### config.mk
export PLATFORM = sky130hd
export DESIGN_NAME = bmp_stream_to_rgb565_decoder
export DESIGN_NICKNAME = d
export VERILOG_FILES = /design/src/rtl/bsr_pkg.sv /design/src/rtl/bsr_queue.sv /design/src/rtl/bsr_decode.sv /design/src/rtl/bmp_stream_to_rgb565_decoder.sv
export SDC_FILE = /design/constraint.sdc
export NUM_CORES = 2
export LEC_CHECK = 0
export BUFFER_PORTS_ARGS = -buffer_cell sky130_fd_sc_hd__buf_2
export CAP_MARGIN = 5
export CORE_UTILIZATION = 60
export DETAILED_ROUTE_END_ITERATION = 7
export HOLD_SLACK_MARGIN = 0.06
export PLACE_DENSITY = 0.74
export SKIP_CTS_REPAIR_TIMING = 1
export SLEW_MARGIN = 20
export SYNTH_ARGS = -nofsm -noshare
export SYNTH_HDL_FRONTEND = slang
export SYNTH_HIERARCHICAL = 1
export SYNTH_SLANG_ARGS = --single-unit
export TNS_END_PERCENT = 20
### constraint.sdc
create_clock -name clk -period 11 [get_ports clk]
set_clock_uncertainty 0.05 [all_clocks]
set_input_delay 2.2 -clock clk [delete_from_list [all_inputs] [get_ports clk]]
set_output_delay 2.2 -clock clk [all_outputs]
set_load 0.05 [all_outputs]
### src/rtl/bsr_pkg.sv
`timescale 1ns / 1ps
// ----------------------------------------------------------------------------
// bsr_pkg
// Types and constants shared by the BMP stream to RGB565 decoder.
// ----------------------------------------------------------------------------
package bsr_pkg;

    // One byte of the incoming file.
    typedef struct packed {
        logic [7:0] data_byte;
        logic       end_of_file;
    } byte_t;

    // One result: a pixel, an image-done report or an error.
    typedef struct packed {
        logic [1:0]  kind;
        logic [21:0] pixel_index;
        logic [15:0] pixel_rgb565;
        logic [7:0]  pixel_alpha;
        logic [11:0] image_width;
        logic [11:0] image_height;
        logic        alpha_used;
        logic [2:0]  error_code;
        logic        run_last;
    } result_t;

    typedef enum logic [2:0] {
        PH_HEADER,
        PH_SKIP,
        PH_PIXELS,
        PH_PAD,
        PH_DONE,
        PH_FAIL
    } phase_t;

    localparam logic [1:0] KIND_PIXEL = 2'd0;
    localparam logic [1:0] KIND_DONE  = 2'd1;
    localparam logic [1:0] KIND_ERROR = 2'd2;

    localparam logic [2:0] ERR_SIGNATURE = 3'd0;
    localparam logic [2:0] ERR_HEADER    = 3'd1;
    localparam logic [2:0] ERR_FORMAT    = 3'd2;
    localparam logic [2:0] ERR_TRUNCATED = 3'd3;
    localparam logic [2:0] ERR_OFFSET    = 3'd4;

    // Header layout, byte positions from the start of the file.
    localparam logic [5:0] POS_SIG_B    = 6'd0;
    localparam logic [5:0] POS_SIG_M    = 6'd1;
    localparam logic [5:0] POS_OFFSET   = 6'd10;
    localparam logic [5:0] POS_HDR_SIZE = 6'd14;
    localparam logic [5:0] POS_WIDTH    = 6'd18;
    localparam logic [5:0] POS_HEIGHT   = 6'd22;
    localparam logic [5:0] POS_BPP      = 6'd28;
    localparam logic [5:0] POS_COMP     = 6'd30;
    localparam logic [5:0] POS_HDR_LAST = 6'd53;

    localparam logic [7:0]  SIG_B        = 8'h42;
    localparam logic [7:0]  SIG_M        = 8'h4D;
    localparam logic [31:0] HDR_BYTES    = 32'd54;
    localparam logic [31:0] MIN_HDR_SIZE = 32'd40;
    localparam logic [15:0] BPP_24       = 16'd24;
    localparam logic [15:0] BPP_32       = 16'd32;
    localparam logic [31:0] COMP_NONE    = 32'd0;
    localparam logic [31:0] COMP_FIELDS  = 32'd3;
    localparam logic [7:0]  ALPHA_OPAQUE = 8'hFF;

    // Hard limit on width and height, and the reset value of the register.
    localparam logic [11:0] MAX_DIM       = 12'd2048;
    localparam logic [11:0] MAX_DIM_RESET = 12'd2048;

    // Configuration register map.
    localparam int          PADDR_W           = 3;
    localparam logic        REG_MAX_DIMENSION = 1'b0;

    localparam int QUEUE_DEPTH = 4;

endpackage

### src/rtl/bsr_queue.sv
`timescale 1ns / 1ps
// ----------------------------------------------------------------------------
// bsr_queue
// Small result queue: takes up to two results per cycle, sends one unless result_stall is set.
// ----------------------------------------------------------------------------
module bsr_queue #(
    parameter int DEPTH = bsr_pkg::QUEUE_DEPTH
) (
    input  logic              clk,
    input  logic              rst_n,
    input  logic [1:0]        push_cnt,
    input  bsr_pkg::result_t  push_data [2],
    output logic              almost_full,
    output logic              result_valid,
    input  logic              result_stall,
    output bsr_pkg::result_t  result_data
);
    import bsr_pkg::*;

    // DEPTH must be a power of two, at least two; the queue does not check it.
    localparam int PTR_W = (DEPTH > 1) ? $clog2(DEPTH) : 1;
    localparam int CNT_W = $clog2(DEPTH + 1);

    result_t            entry_reg [DEPTH];
    logic [PTR_W-1:0]   wr_ptr_reg;
    logic [PTR_W-1:0]   wr_ptr_next;
    logic [PTR_W-1:0]   rd_ptr_reg;
    logic [PTR_W-1:0]   rd_ptr_next;
    logic [CNT_W-1:0]   count_reg;
    logic [CNT_W-1:0]   count_next;
    logic               pop;

    assign result_valid = (count_reg != '0);
    assign result_data  = entry_reg[rd_ptr_reg];
    assign pop          = result_valid && !result_stall;
    // Room must remain for the largest burst one byte can cause.
    assign almost_full  = (count_reg > CNT_W'(DEPTH - 2));

    always_comb
    begin
        wr_ptr_next = wr_ptr_reg + PTR_W'(push_cnt);
        rd_ptr_next = pop ? rd_ptr_reg + PTR_W'(1) : rd_ptr_reg;
        count_next  = count_reg + CNT_W'(push_cnt) - CNT_W'(pop);
    end

    always_ff @(posedge clk or negedge rst_n)
    begin
        if (!rst_n)
        begin
            wr_ptr_reg <= '0;
            rd_ptr_reg <= '0;
            count_reg  <= '0;
        end
        else
        begin
            wr_ptr_reg <= wr_ptr_next;
            rd_ptr_reg <= rd_ptr_next;
            count_reg  <= count_next;
        end
    end

    always_ff @(posedge clk)
    begin
        if (push_cnt != 2'd0)
        begin
            entry_reg[wr_ptr_reg] <= push_data[0];
        end
        if (push_cnt == 2'd2)
        begin
            entry_reg[wr_ptr_reg + PTR_W'(1)] <= push_data[1];
        end
    end

endmodule

### src/rtl/bsr_decode.sv
`timescale 1ns / 1ps
// ----------------------------------------------------------------------------
// bsr_decode
// Byte-wise BMP parser: header capture and checks, offset skip, pixel
// assembly, row padding and end-of-image detection.
// ----------------------------------------------------------------------------
module bsr_decode (
    input  logic              clk,
    input  logic              rst_n,
    input  logic              accept,
    input  bsr_pkg::byte_t    byte_data,
    input  logic [11:0]       max_dimension,
    output logic [1:0]        push_cnt,
    output bsr_pkg::result_t  push_data [2]
);
    import bsr_pkg::*;

    phase_t       phase_reg,          phase_next;
    logic [31:0]  byte_position_reg,  byte_position_next;
    logic [31:0]  data_offset_reg,    data_offset_next;
    logic [31:0]  header_size_reg,    header_size_next;
    logic [31:0]  compression_reg,    compression_next;
    logic [31:0]  raw_width_reg,      raw_width_next;
    logic [31:0]  raw_height_reg,     raw_height_next;
    logic [15:0]  bpp_reg,            bpp_next;
    logic         bottom_up_reg,      bottom_up_next;
    logic [11:0]  row_reg,            row_next;
    logic [11:0]  column_reg,         column_next;
    logic [1:0]   byte_in_pixel_reg,  byte_in_pixel_next;
    logic [1:0]   padding_left_reg,   padding_left_next;
    logic [23:0]  partial_reg,        partial_next;
    logic         alpha_seen_reg,     alpha_seen_next;
    logic [11:0]  img_w_reg,          img_w_next;
    logic [11:0]  img_h_reg,          img_h_next;

    logic [7:0]   b;
    logic [5:0]   p6;
    logic [11:0]  limit;
    logic [31:0]  h_mag;
    logic         size_bad;
    logic         fmt_bad;
    logic         off_bad;
    logic         is32;
    logic [1:0]   last_byte;
    logic [23:0]  merged;
    logic [7:0]   alpha;
    logic [11:0]  dy;
    logic [23:0]  prod;
    logic [12:0]  col_inc;
    logic [12:0]  row_inc;
    logic         row_last;
    logic [1:0]   pad_dec;
    result_t      pixel_res;
    result_t      done_res;
    result_t      fail_res;
    result_t      trunc_res;
    result_t      first_res;
    logic         first_valid;
    logic         done_after_pixel;
    logic         trunc_valid;

    assign b         = byte_data.data_byte;
    assign p6        = byte_position_reg[5:0];
    assign limit     = (max_dimension < MAX_DIM) ? max_dimension : MAX_DIM;
    assign h_mag     = raw_height_reg[31] ? (32'd0 - raw_height_reg) : raw_height_reg;
    assign size_bad  = (header_size_reg < MIN_HDR_SIZE) || (raw_width_reg == 32'd0) ||
                       raw_width_reg[31] || (h_mag == 32'd0) ||
                       (raw_width_reg > {20'd0, limit}) || (h_mag > {20'd0, limit});
    assign fmt_bad   = ((bpp_reg != BPP_24) && (bpp_reg != BPP_32)) ||
                       ((compression_reg != COMP_NONE) && (compression_reg != COMP_FIELDS));
    assign off_bad   = (data_offset_reg < HDR_BYTES);
    assign is32      = (bpp_reg == BPP_32);
    assign last_byte = is32 ? 2'd3 : 2'd2;

    // The incoming byte merged into the blue, green, red accumulator.
    always_comb
    begin
        merged = partial_reg;
        case (byte_in_pixel_reg)
            2'd0:    merged[7:0]   = b;
            2'd1:    merged[15:8]  = b;
            2'd2:    merged[23:16] = b;
            default: merged = partial_reg;
        endcase
    end

    assign alpha    = is32 ? b : ALPHA_OPAQUE;
    assign dy       = bottom_up_reg ? (img_h_reg - 12'd1 - row_reg) : row_reg;
    assign prod     = 24'(dy) * 24'(img_w_reg);
    assign col_inc  = {1'b0, column_reg} + 13'd1;
    assign row_inc  = {1'b0, row_reg} + 13'd1;
    assign row_last = (row_inc >= {1'b0, img_h_reg});
    assign pad_dec  = padding_left_reg - 2'd1;

    always_comb
    begin
        pixel_res              = '0;
        pixel_res.kind         = KIND_PIXEL;
        pixel_res.pixel_index  = 22'(prod + 24'(column_reg));
        pixel_res.pixel_rgb565 = {merged[23:19], merged[15:10], merged[7:3]};
        pixel_res.pixel_alpha  = alpha;

        // Done right after the final pixel also counts that pixel's alpha, and
        // must not see the clear that an end of file on the same byte causes.
        done_res               = '0;
        done_res.kind          = KIND_DONE;
        done_res.image_width   = img_w_reg;
        done_res.image_height  = img_h_reg;
        done_res.alpha_used    = alpha_seen_reg ||
                                 ((phase_reg == PH_PIXELS) && (alpha != ALPHA_OPAQUE));

        trunc_res              = '0;
        trunc_res.kind         = KIND_ERROR;
        trunc_res.error_code   = ERR_TRUNCATED;
    end

    always_comb
    begin
        phase_next         = phase_reg;
        byte_position_next = byte_position_reg;
        data_offset_next   = data_offset_reg;
        header_size_next   = header_size_reg;
        compression_next   = compression_reg;
        raw_width_next     = raw_width_reg;
        raw_height_next    = raw_height_reg;
        bpp_next           = bpp_reg;
        bottom_up_next     = bottom_up_reg;
        row_next           = row_reg;
        column_next        = column_reg;
        byte_in_pixel_next = byte_in_pixel_reg;
        padding_left_next  = padding_left_reg;
        partial_next       = partial_reg;
        alpha_seen_next    = alpha_seen_reg;
        img_w_next         = img_w_reg;
        img_h_next         = img_h_reg;
        fail_res           = '0;
        fail_res.kind      = KIND_ERROR;
        first_res          = '0;
        first_valid        = 1'b0;
        done_after_pixel   = 1'b0;
        trunc_valid        = 1'b0;

        if (accept)
        begin
            case (phase_reg)
                PH_HEADER:
                begin
                    if (((p6 == POS_SIG_B) && (b != SIG_B)) ||
                        ((p6 == POS_SIG_M) && (b != SIG_M)))
                    begin
                        fail_res.error_code = ERR_SIGNATURE;
                        first_res   = fail_res;
                        first_valid = 1'b1;
                        phase_next  = PH_FAIL;
                    end
                    else
                    begin
                        // Little-endian fields, each byte written once.
                        if (p6 >= POS_OFFSET && p6 <= POS_OFFSET + 6'd3)
                        begin
                            data_offset_next = data_offset_reg |
                                (32'(b) << {2'(p6 - POS_OFFSET), 3'b000});
                        end
                        else if (p6 >= POS_HDR_SIZE && p6 <= POS_HDR_SIZE + 6'd3)
                        begin
                            header_size_next = header_size_reg |
                                (32'(b) << {2'(p6 - POS_HDR_SIZE), 3'b000});
                        end
                        else if (p6 >= POS_WIDTH && p6 <= POS_WIDTH + 6'd3)
                        begin
                            raw_width_next = raw_width_reg |
                                (32'(b) << {2'(p6 - POS_WIDTH), 3'b000});
                        end
                        else if (p6 >= POS_HEIGHT && p6 <= POS_HEIGHT + 6'd3)
                        begin
                            raw_height_next = raw_height_reg |
                                (32'(b) << {2'(p6 - POS_HEIGHT), 3'b000});
                        end
                        else if (p6 >= POS_BPP && p6 <= POS_BPP + 6'd1)
                        begin
                            bpp_next = bpp_reg |
                                (16'(b) << {1'(p6 - POS_BPP), 3'b000});
                        end
                        else if (p6 >= POS_COMP && p6 <= POS_COMP + 6'd3)
                        begin
                            compression_next = compression_reg |
                                (32'(b) << {2'(p6 - POS_COMP), 3'b000});
                        end
                        byte_position_next = byte_position_reg + 32'd1;
                        if (p6 == POS_HDR_LAST)
                        begin
                            // A negative height marks a top-down image.
                            if (raw_height_reg[31])
                            begin
                                bottom_up_next = 1'b0;
                            end
                            if (size_bad)
                            begin
                                fail_res.error_code = ERR_HEADER;
                                first_res   = fail_res;
                                first_valid = 1'b1;
                                phase_next  = PH_FAIL;
                            end
                            else if (fmt_bad)
                            begin
                                fail_res.error_code = ERR_FORMAT;
                                first_res   = fail_res;
                                first_valid = 1'b1;
                                phase_next  = PH_FAIL;
                            end
                            else if (off_bad)
                            begin
                                fail_res.error_code = ERR_OFFSET;
                                first_res   = fail_res;
                                first_valid = 1'b1;
                                phase_next  = PH_FAIL;
                            end
                            else
                            begin
                                img_w_next = raw_width_reg[11:0];
                                img_h_next = h_mag[11:0];
                                phase_next = (data_offset_reg == HDR_BYTES) ? PH_PIXELS
                                                                            : PH_SKIP;
                            end
                        end
                    end
                end
                PH_SKIP:
                begin
                    byte_position_next = byte_position_reg + 32'd1;
                    if (byte_position_next == data_offset_reg)
                    begin
                        phase_next = PH_PIXELS;
                    end
                end
                PH_PIXELS:
                begin
                    if (byte_in_pixel_reg != last_byte)
                    begin
                        partial_next       = merged;
                        byte_in_pixel_next = byte_in_pixel_reg + 2'd1;
                    end
                    else
                    begin
                        if (alpha != ALPHA_OPAQUE)
                        begin
                            alpha_seen_next = 1'b1;
                        end
                        first_res          = pixel_res;
                        first_valid        = 1'b1;
                        byte_in_pixel_next = 2'd0;
                        partial_next       = '0;
                        column_next        = col_inc[11:0];
                        if (col_inc >= {1'b0, img_w_reg})
                        begin
                            // Rows of 3-byte pixels pad by width mod 4.
                            if (is32 || img_w_reg[1:0] == 2'd0)
                            begin
                                column_next = '0;
                                row_next    = row_inc[11:0];
                                if (row_last)
                                begin
                                    done_after_pixel = 1'b1;
                                    phase_next       = PH_DONE;
                                end
                            end
                            else
                            begin
                                padding_left_next = img_w_reg[1:0];
                                phase_next        = PH_PAD;
                            end
                        end
                    end
                end
                PH_PAD:
                begin
                    padding_left_next = pad_dec;
                    if (pad_dec == 2'd0)
                    begin
                        column_next = '0;
                        row_next    = row_inc[11:0];
                        if (row_last)
                        begin
                            first_res   = done_res;
                            first_valid = 1'b1;
                            phase_next  = PH_DONE;
                        end
                        else
                        begin
                            phase_next = PH_PIXELS;
                        end
                    end
                end
                default:
                begin
                    phase_next = phase_reg;
                end
            endcase

            if (byte_data.end_of_file)
            begin
                trunc_valid = (phase_next == PH_HEADER) || (phase_next == PH_SKIP) ||
                              (phase_next == PH_PIXELS) || (phase_next == PH_PAD);
                phase_next         = PH_HEADER;
                byte_position_next = '0;
                data_offset_next   = '0;
                header_size_next   = '0;
                compression_next   = '0;
                raw_width_next     = '0;
                raw_height_next    = '0;
                bpp_next           = '0;
                bottom_up_next     = 1'b1;
                row_next           = '0;
                column_next        = '0;
                byte_in_pixel_next = '0;
                padding_left_next  = '0;
                partial_next       = '0;
                alpha_seen_next    = 1'b0;
                img_w_next         = '0;
                img_h_next         = '0;
            end
        end
    end

    // Order of results: the primary one, then done or a truncation error.
    always_comb
    begin
        push_data[0] = first_valid ? first_res : trunc_res;
        push_data[1] = done_after_pixel ? done_res : trunc_res;
        if (first_valid && (done_after_pixel || trunc_valid))
        begin
            push_cnt = 2'd2;
        end
        else if (first_valid || trunc_valid)
        begin
            push_cnt = 2'd1;
        end
        else
        begin
            push_cnt = 2'd0;
        end
        push_data[0].run_last = (push_cnt == 2'd1);
        push_data[1].run_last = 1'b1;
    end

    always_ff @(posedge clk or negedge rst_n)
    begin
        if (!rst_n)
        begin
            phase_reg         <= PH_HEADER;
            byte_position_reg <= '0;
            data_offset_reg   <= '0;
            header_size_reg   <= '0;
            compression_reg   <= '0;
            raw_width_reg     <= '0;
            raw_height_reg    <= '0;
            bpp_reg           <= '0;
            bottom_up_reg     <= 1'b1;
            row_reg           <= '0;
            column_reg        <= '0;
            byte_in_pixel_reg <= '0;
            padding_left_reg  <= '0;
            partial_reg       <= '0;
            alpha_seen_reg    <= 1'b0;
            img_w_reg         <= '0;
            img_h_reg         <= '0;
        end
        else
        begin
            phase_reg         <= phase_next;
            byte_position_reg <= byte_position_next;
            data_offset_reg   <= data_offset_next;
            header_size_reg   <= header_size_next;
            compression_reg   <= compression_next;
            raw_width_reg     <= raw_width_next;
            raw_height_reg    <= raw_height_next;
            bpp_reg           <= bpp_next;
            bottom_up_reg     <= bottom_up_next;
            row_reg           <= row_next;
            column_reg        <= column_next;
            byte_in_pixel_reg <= byte_in_pixel_next;
            padding_left_reg  <= padding_left_next;
            partial_reg       <= partial_next;
            alpha_seen_reg    <= alpha_seen_next;
            img_w_reg         <= img_w_next;
            img_h_reg         <= img_h_next;
        end
    end

endmodule

### src/rtl/bmp_stream_to_rgb565_decoder.sv
`timescale 1ns / 1ps
// ----------------------------------------------------------------------------
// bmp_stream_to_rgb565_decoder
// Streaming decoder for 24- and 32-bit BMP files to RGB565 pixels with alpha.
// ----------------------------------------------------------------------------
//
//  Channel   Direction  Handshake                 Payload
//  -------   ---------  ------------------------  -------------------------
//  byte      in         byte_valid / byte_stall   byte_data (byte_t)
//  result    out        result_valid / result_stall  result_data (result_t)
//  config    in         APB write/read            max_dimension at 0x0
//
//  Each byte is decoded in the cycle it is accepted; one byte per cycle while byte_stall is low.
//  A byte causes at most two results, written into a four-entry result queue
//  whose head drives result_data; each result is registered into the queue.
//  byte_stall rises when the queue has fewer than two free entries, so a
//  stalled result side holds the byte side once the queue fills.
//  Reset clears the parser to wait for a new header and max_dimension to 2048.
//
module bmp_stream_to_rgb565_decoder #(
    parameter int QUEUE_DEPTH = bsr_pkg::QUEUE_DEPTH
) (
    input  logic                         clk,
    input  logic                         rst_n,
    input  logic                         byte_valid,
    output logic                         byte_stall,
    input  bsr_pkg::byte_t               byte_data,
    output logic                         result_valid,
    input  logic                         result_stall,
    output bsr_pkg::result_t             result_data,
    input  logic                         psel,
    input  logic                         penable,
    input  logic                         pwrite,
    input  logic [bsr_pkg::PADDR_W-1:0]  paddr,
    input  logic [31:0]                  pwdata,
    output logic [31:0]                  prdata,
    output logic                         pready
);
    import bsr_pkg::*;

    logic [11:0]  max_dimension_reg;
    logic [11:0]  max_dimension_next;
    logic         accept;
    logic         almost_full;
    logic [1:0]   push_cnt;
    result_t      push_data [2];

    assign pready     = 1'b1;
    assign byte_stall = almost_full;
    assign accept     = byte_valid && !byte_stall;

    always_comb
    begin
        max_dimension_next = max_dimension_reg;
        if (psel && penable && pwrite && pready && (paddr[2] == REG_MAX_DIMENSION))
        begin
            max_dimension_next = pwdata[11:0];
        end
        prdata = (paddr[2] == REG_MAX_DIMENSION) ? {20'd0, max_dimension_reg} : 32'd0;
    end

    always_ff @(posedge clk or negedge rst_n)
    begin
        if (!rst_n)
        begin
            max_dimension_reg <= MAX_DIM_RESET;
        end
        else
        begin
            max_dimension_reg <= max_dimension_next;
        end
    end

    bsr_decode u_decode (
        .clk           (clk),
        .rst_n         (rst_n),
        .accept        (accept),
        .byte_data     (byte_data),
        .max_dimension (max_dimension_reg),
        .push_cnt      (push_cnt),
        .push_data     (push_data)
    );

    bsr_queue #(
        .DEPTH (QUEUE_DEPTH)
    ) u_queue (
        .clk          (clk),
        .rst_n        (rst_n),
        .push_cnt     (push_cnt),
        .push_data    (push_data),
        .almost_full  (almost_full),
        .result_valid (result_valid),
        .result_stall (result_stall),
        .result_data  (result_data)
    );

endmodule

=== Word level (Yosys, flattened, before mapping) ===
Memory sizes are Yosys's and may differ from the RTL's.
Cells that the tools add are included.

* Memories kept: 1
* Output and inout bits: 112
* Bits in writable memories: 308
* Input port bits: 51
* Word-level logic and storage cells: 333
* Bits in registers: 300

{| class="wikitable"
|+ Memories
! memory !! words !! width !! read ports !! clocked after memory_dff !! wr ports !! line !! text
|-
| u_queue.entry_reg || 4 || 77 || 1 || 0 || 2 || bsr_queue.sv:24 || <nowiki>result_t entry_reg [DEPTH];</nowiki>
|}

* Eq/ne operators: 38
* Bitwise gates (word level): 7
* Multipliers: 1
* Reductions and logical operators: 71
* Magnitude comparators: 20
* $add $sub $neg: 20
* Shifts and indexed selects: 6
* Multiplexer cells: 148

{| class="wikitable"
|+ Operators with widths
! cell !! count
|-
| $mux W32 || 34
|-
| $mux W77 || 9
|-
| $mux W12 || 27
|-
| $pmux W77 S3 || 1
|-
| $or A32 B32 Y32 || 5
|-
| $shl A8 B5 Y32 || 5
|-
| $mux W16 || 8
|-
| $mux W76 || 1
|-
| $mux W75 || 1
|-
| $mux W24 || 3
|-
| $gt A32 B12 Y1 || 2
|-
| $logic_not A32 Y1 || 2
|-
| $lt A32 B6 Y1 const B || 2
|-
| $pmux W32 S2 || 1
|-
| $pmux W12 S2 || 2
|-
| $mux W3 || 14
|-
| $add A32 B1 Y32 const B || 1
|-
| $eq A32 B32 Y1 || 1
|-
| $eq A32 B6 Y1 const B || 1
|-
| $mux W8 || 4
|-
| $ne A32 B2 Y1 const B || 1
|-
| $reduce_bool A32 Y1 || 1
|-
| $sub A1 B32 Y32 const A || 1
|-
| $mux W1 || 31
|-
| other kinds (58) || 153
|}

=== Depth between registers and ports, before layout ===
* Depth after elaboration: 23
* Depth in mapped cells: 34

=== Hierarchy ===
The synthesis kept the hierarchy.

{| class="wikitable"
|+ Modules (own cells, without submodules)
! module !! cells an instance !! area an instance (µm²) !! times used !! sequential area each (µm²)
|-
| bsr_decode || 2588 || 21819.7 || 1 || 6957.9
|-
| bsr_queue || 788 || 15389.8 || 1 || 9424.0
|-
| bmp_stream_to_rgb565_decoder || 63 || 762.0 || 1 || 301.5
|}

=== Worst setup path after synthesis ===
OpenSTA, ideal clock, no wires.

* Path type: input -> register
* From: input port byte_data[2] in the netlist's numbering
* To: memory u_queue/entry_reg[0][0] in the netlist's numbering, enable pin
* Stages: 11
* Data arrival time: 9.820 ns
* Path buffers: 1
* Data required time: 10.324 ns
* Setup slack: 0.504 ns
* Library setup time: 0.626 ns
* Path through: clkbuf_1 -> or4b_2 -> o21ai_0 -> a21oi_1 -> nand2_1 -> o22ai_1 -> a22o_1 -> a21oi_1 -> o31ai_1 -> nor2_1 -> o31ai_1

{| class="wikitable"
|+ RTL lines
! item !! line !! text
|-
| start, declared || bmp_stream_to_rgb565_decoder.sv:27 || <nowiki>input bsr_pkg::byte_t byte_data,</nowiki>
|-
| end, declared || bsr_queue.sv:24 ||
|}

==> out/qor.csv <==
metric;value;unit
status;finished, final reports clean;
grt_pass1_wl;151;mm
drcViolationCount;0;
worstPathArrival;9000;ps
antenna_found_initial;1;
cap_violations;0;
timing.final.crit_share;79.1;%
cts_buffer_depth;3;
detail_route.wl_per_cell;22.1;µm
netlist_area;38000;µm²
die_area;64300;µm²
seq_power_share;36.5;%
cts_sinks;605;
clockPowerShare;29.0;%
ys_seq_elements;605;
swShare;38.5;%
routed-via-count;26900;
rrSetupSlack;2300;ps
antenna_cells;0;
holdPathEnd;u_decode/partial_reg[22]$_DFFE_PN0P_;
nets;3757;
area_growth;8.12;%
grt-ovfl-total;0;
internal-power;4.85;mW
period_minus_slack;8700;ps
io_pins;163;
grt_max_degree;101;
grt_pass1_vias;27100;
r2r-start;u_decode/row_reg[0]$_DFFE_PN0P_;
cts_buffers;66;
power_switching;3.03;mW
drive_above_1_share;19.0;%
design.core.area;62200;µm²
cts_tree;yes;
firstDrtPassIters;6;
drv_slew;0;
fin_util;66.0;%
pwr-share-comb;34.5;%
wl;95.9;mm
hold_viol;0;
start_util;61.1;%
fin_tns_setup;0;ps
tightest_slew;1120;ps
yosysWarnings;6;
crit_type;flop to flop;
io_buffers;119;
fill_cells;4648;
power;7.88;mW
ys.flop_type;edfxtp_1;
worstRegToRegCells;30;
layout_setup_ws;2300;ps
slowest_delay;580;ps
dieWidth;254;µm
place_hpwl;65.1;mm
p_leak;17.8;nW
async_flop_share;49.1;%
worstHoldStart;u_decode/partial_reg[22]$_DFFE_PN0P_;
worst-path-buf-inv;6;
start_kind;flop;
synth.avg_cell_area;11.0;µm²
hp-class;flop to flop;
setup-violations-final;0;
h-tree-depth;3;
viasPerCell;6.19;
gp_congestion;0.915;
stdcell_count;4349;
largest_reg_flops;308;
place_ws;2100;ps
rows;91;
cp.required;11300;ps
path_clk_slew;60;ps
cp_max_fo;12;
synthCells;3439;
grt_use_total;30.4;%
r2r_end;u_queue/entry_reg[0][74]$_DFFE_PP_;
cts_root_buf;clkbuf_16;
ir_drop;0.000178;V
max_freq;115;MHz
clock_latency;620;ps
die_h;254;µm
drtAntennaViolNets;0;
end_kind;flop;
synth_edf_count;308;
relSlewSlack;25.5;%
path_delay_family;adder cells;
min_path_cells;1;
critical-path-slowest-cell;a31oi_2;
dpl.cell_count;4227;
grt_setup_unrepaired;no;
cp_num_cells;30;
p_per_area;192;nW/µm²
synth.distinct_cells;82;
drt_iter0_markers;2259;
ys_seq_area_share;43.9;%
==> logic make-up after synthesis <==
logic type               after synthesis  synth area share, %
AO/OA/AOI/OAI                        548                 8.78
multiplexers                         423                 15.2
other                                  4               0.0395
flip-flops                           605                 43.9
XOR/XNOR                             113                 2.64
adder cells (fa/ha/maj)              246                 10.3
AND/OR/NAND/NOR                     1012                 13.0
buffers and inverters                488                 6.11
==> layer usage <==
| layer | up-vias | part of all wire, % | track usage, % | wire [µm] |
|---|---|---|---|---|
| li1 | 12200 | - | - | - |
| met1 | 13500 | 41 | 40.6 | 39700 |
| met2 | 1050 | 49 | 50.6 | 47000 |
| met3 | 184 | 6.5 | 4.40 | 6210 |
| met4 | 2 | 3.1 | 10.9 | 3010 |
| met5 | - | 0.0094 | 0 | 9 |
==> placed cells by master, fill, tap and decap left out, types with 112 or more instances in the layout <==
master	count
fa_1	112
a21oi_1	208
inv_1	214
buf_2	118
nor2_1	389
ha_1	134
nand2_1	194
o21ai_0	124
edfxtp_1	308
dfrtp_1	293
mux2_2	242
==> worst register-to-register path, delay by kind of cell, from the launching register on <==
kind,cells,cell delay (ps)
DFF,1,460
buffers and inverters,6,360
AOI/OAI and AO/OA,9,2740
muxes,1,330
xor gates and xnor gates,1,180
and+or+nand+nor,5,1110
adders and majority gates,8,3200
==> worst max path at each step <==
stage	end	start
2_1_floorplan	u_queue/entry_reg[0][0]$_DFFE_PP_	byte_data[2]
3_3_place_gp	u_queue/entry_reg[0][74]$_DFFE_PP_	u_decode/row_reg[0]$_DFFE_PN0P_
3_5_place_dp	u_queue/entry_reg[0][74]$_DFFE_PP_	u_decode/row_reg[0]$_DFFE_PN0P_
4_1_cts	u_queue/entry_reg[0][74]$_DFFE_PP_	u_decode/row_reg[0]$_DFFE_PN0P_
5_1_grt	u_queue/entry_reg[0][74]$_DFFE_PP_	u_decode/row_reg[0]$_DFFE_PN0P_
6_report	u_queue/entry_reg[0][74]$_DFFE_PP_	u_decode/row_reg[0]$_DFFE_PN0P_
==> power by group through the flow <==
| stage | sequential [mW] | clock, mW | combinational, mW |
|---|---|---|---|
| 6_report | 2.87 | 2.29 | 2.72 |
| 5_1_grt | 2.90 | 2.40 | 2.90 |
| 4_1_cts | 2.90 | 2.32 | 2.66 |
| 3_5_place_dp | 2.95 | 0 | 2.64 |
| 3_3_place_gp | 2.93 | 0 | 2.60 |
| 2_1_floorplan | 2.79 | 0 | 2.09 |
==> Yosys cell counts (all sizes together) (12+ instances only) <==
cell type	instances	share of area, %
nor2	393	3.9
mux2	323	10
edfxtp	308	24
dfrtp	295	19
inv	215	2.1
a21oi	211	2.8
nand2	194	1.9
buf	135	2.6
ha	134	4.4
clkbuf	133	1.3
o21ai	130	1.7
fa	112	5.9
xnor2	82	1.9
mux4	77	4.6
and2	62	1.0
nor4	58	1.1
and3	56	0.92
nand3	53	0.71
nor3	46	0.61
a31oi	32	0.53
a22o	31	0.72
nand2b	30	0.49
nor2b	30	0.50
xor2	30	0.69
nand4	27	0.44
o31ai	24	0.47
mux2i	23	0.61
a21o	20	0.40
a211oi	15	0.30
o21a	15	0.30
or3	12	0.20
==> area by class of cell <==
| class | instances | area, µm² | area share, % |
|---|---|---|---|
| Clock buffer | 94 | 1940 | 4.73 |
| Multi-Input combinational cell | 2411 | 19300 | 47.1 |
| Inverter | 220 | 826 | 2.01 |
| Clock inverter | 26 | 303 | 0.738 |
| Sequential cell | 605 | 16700 | 40.7 |
| Tap cell | 837 | 1050 | 2.55 |
| Timing Repair Buffer | 156 | 913 | 2.22 |
==> through the flow <==
stage	cell area, µm²	hold WS, ps
floorplan	38200	406
global placement	38700	423
detailed placement	38700	432
CTS	41000	445
global route	41100	460
finish	41100	444
No activity file was read; power rests on OpenSTA's default activity.
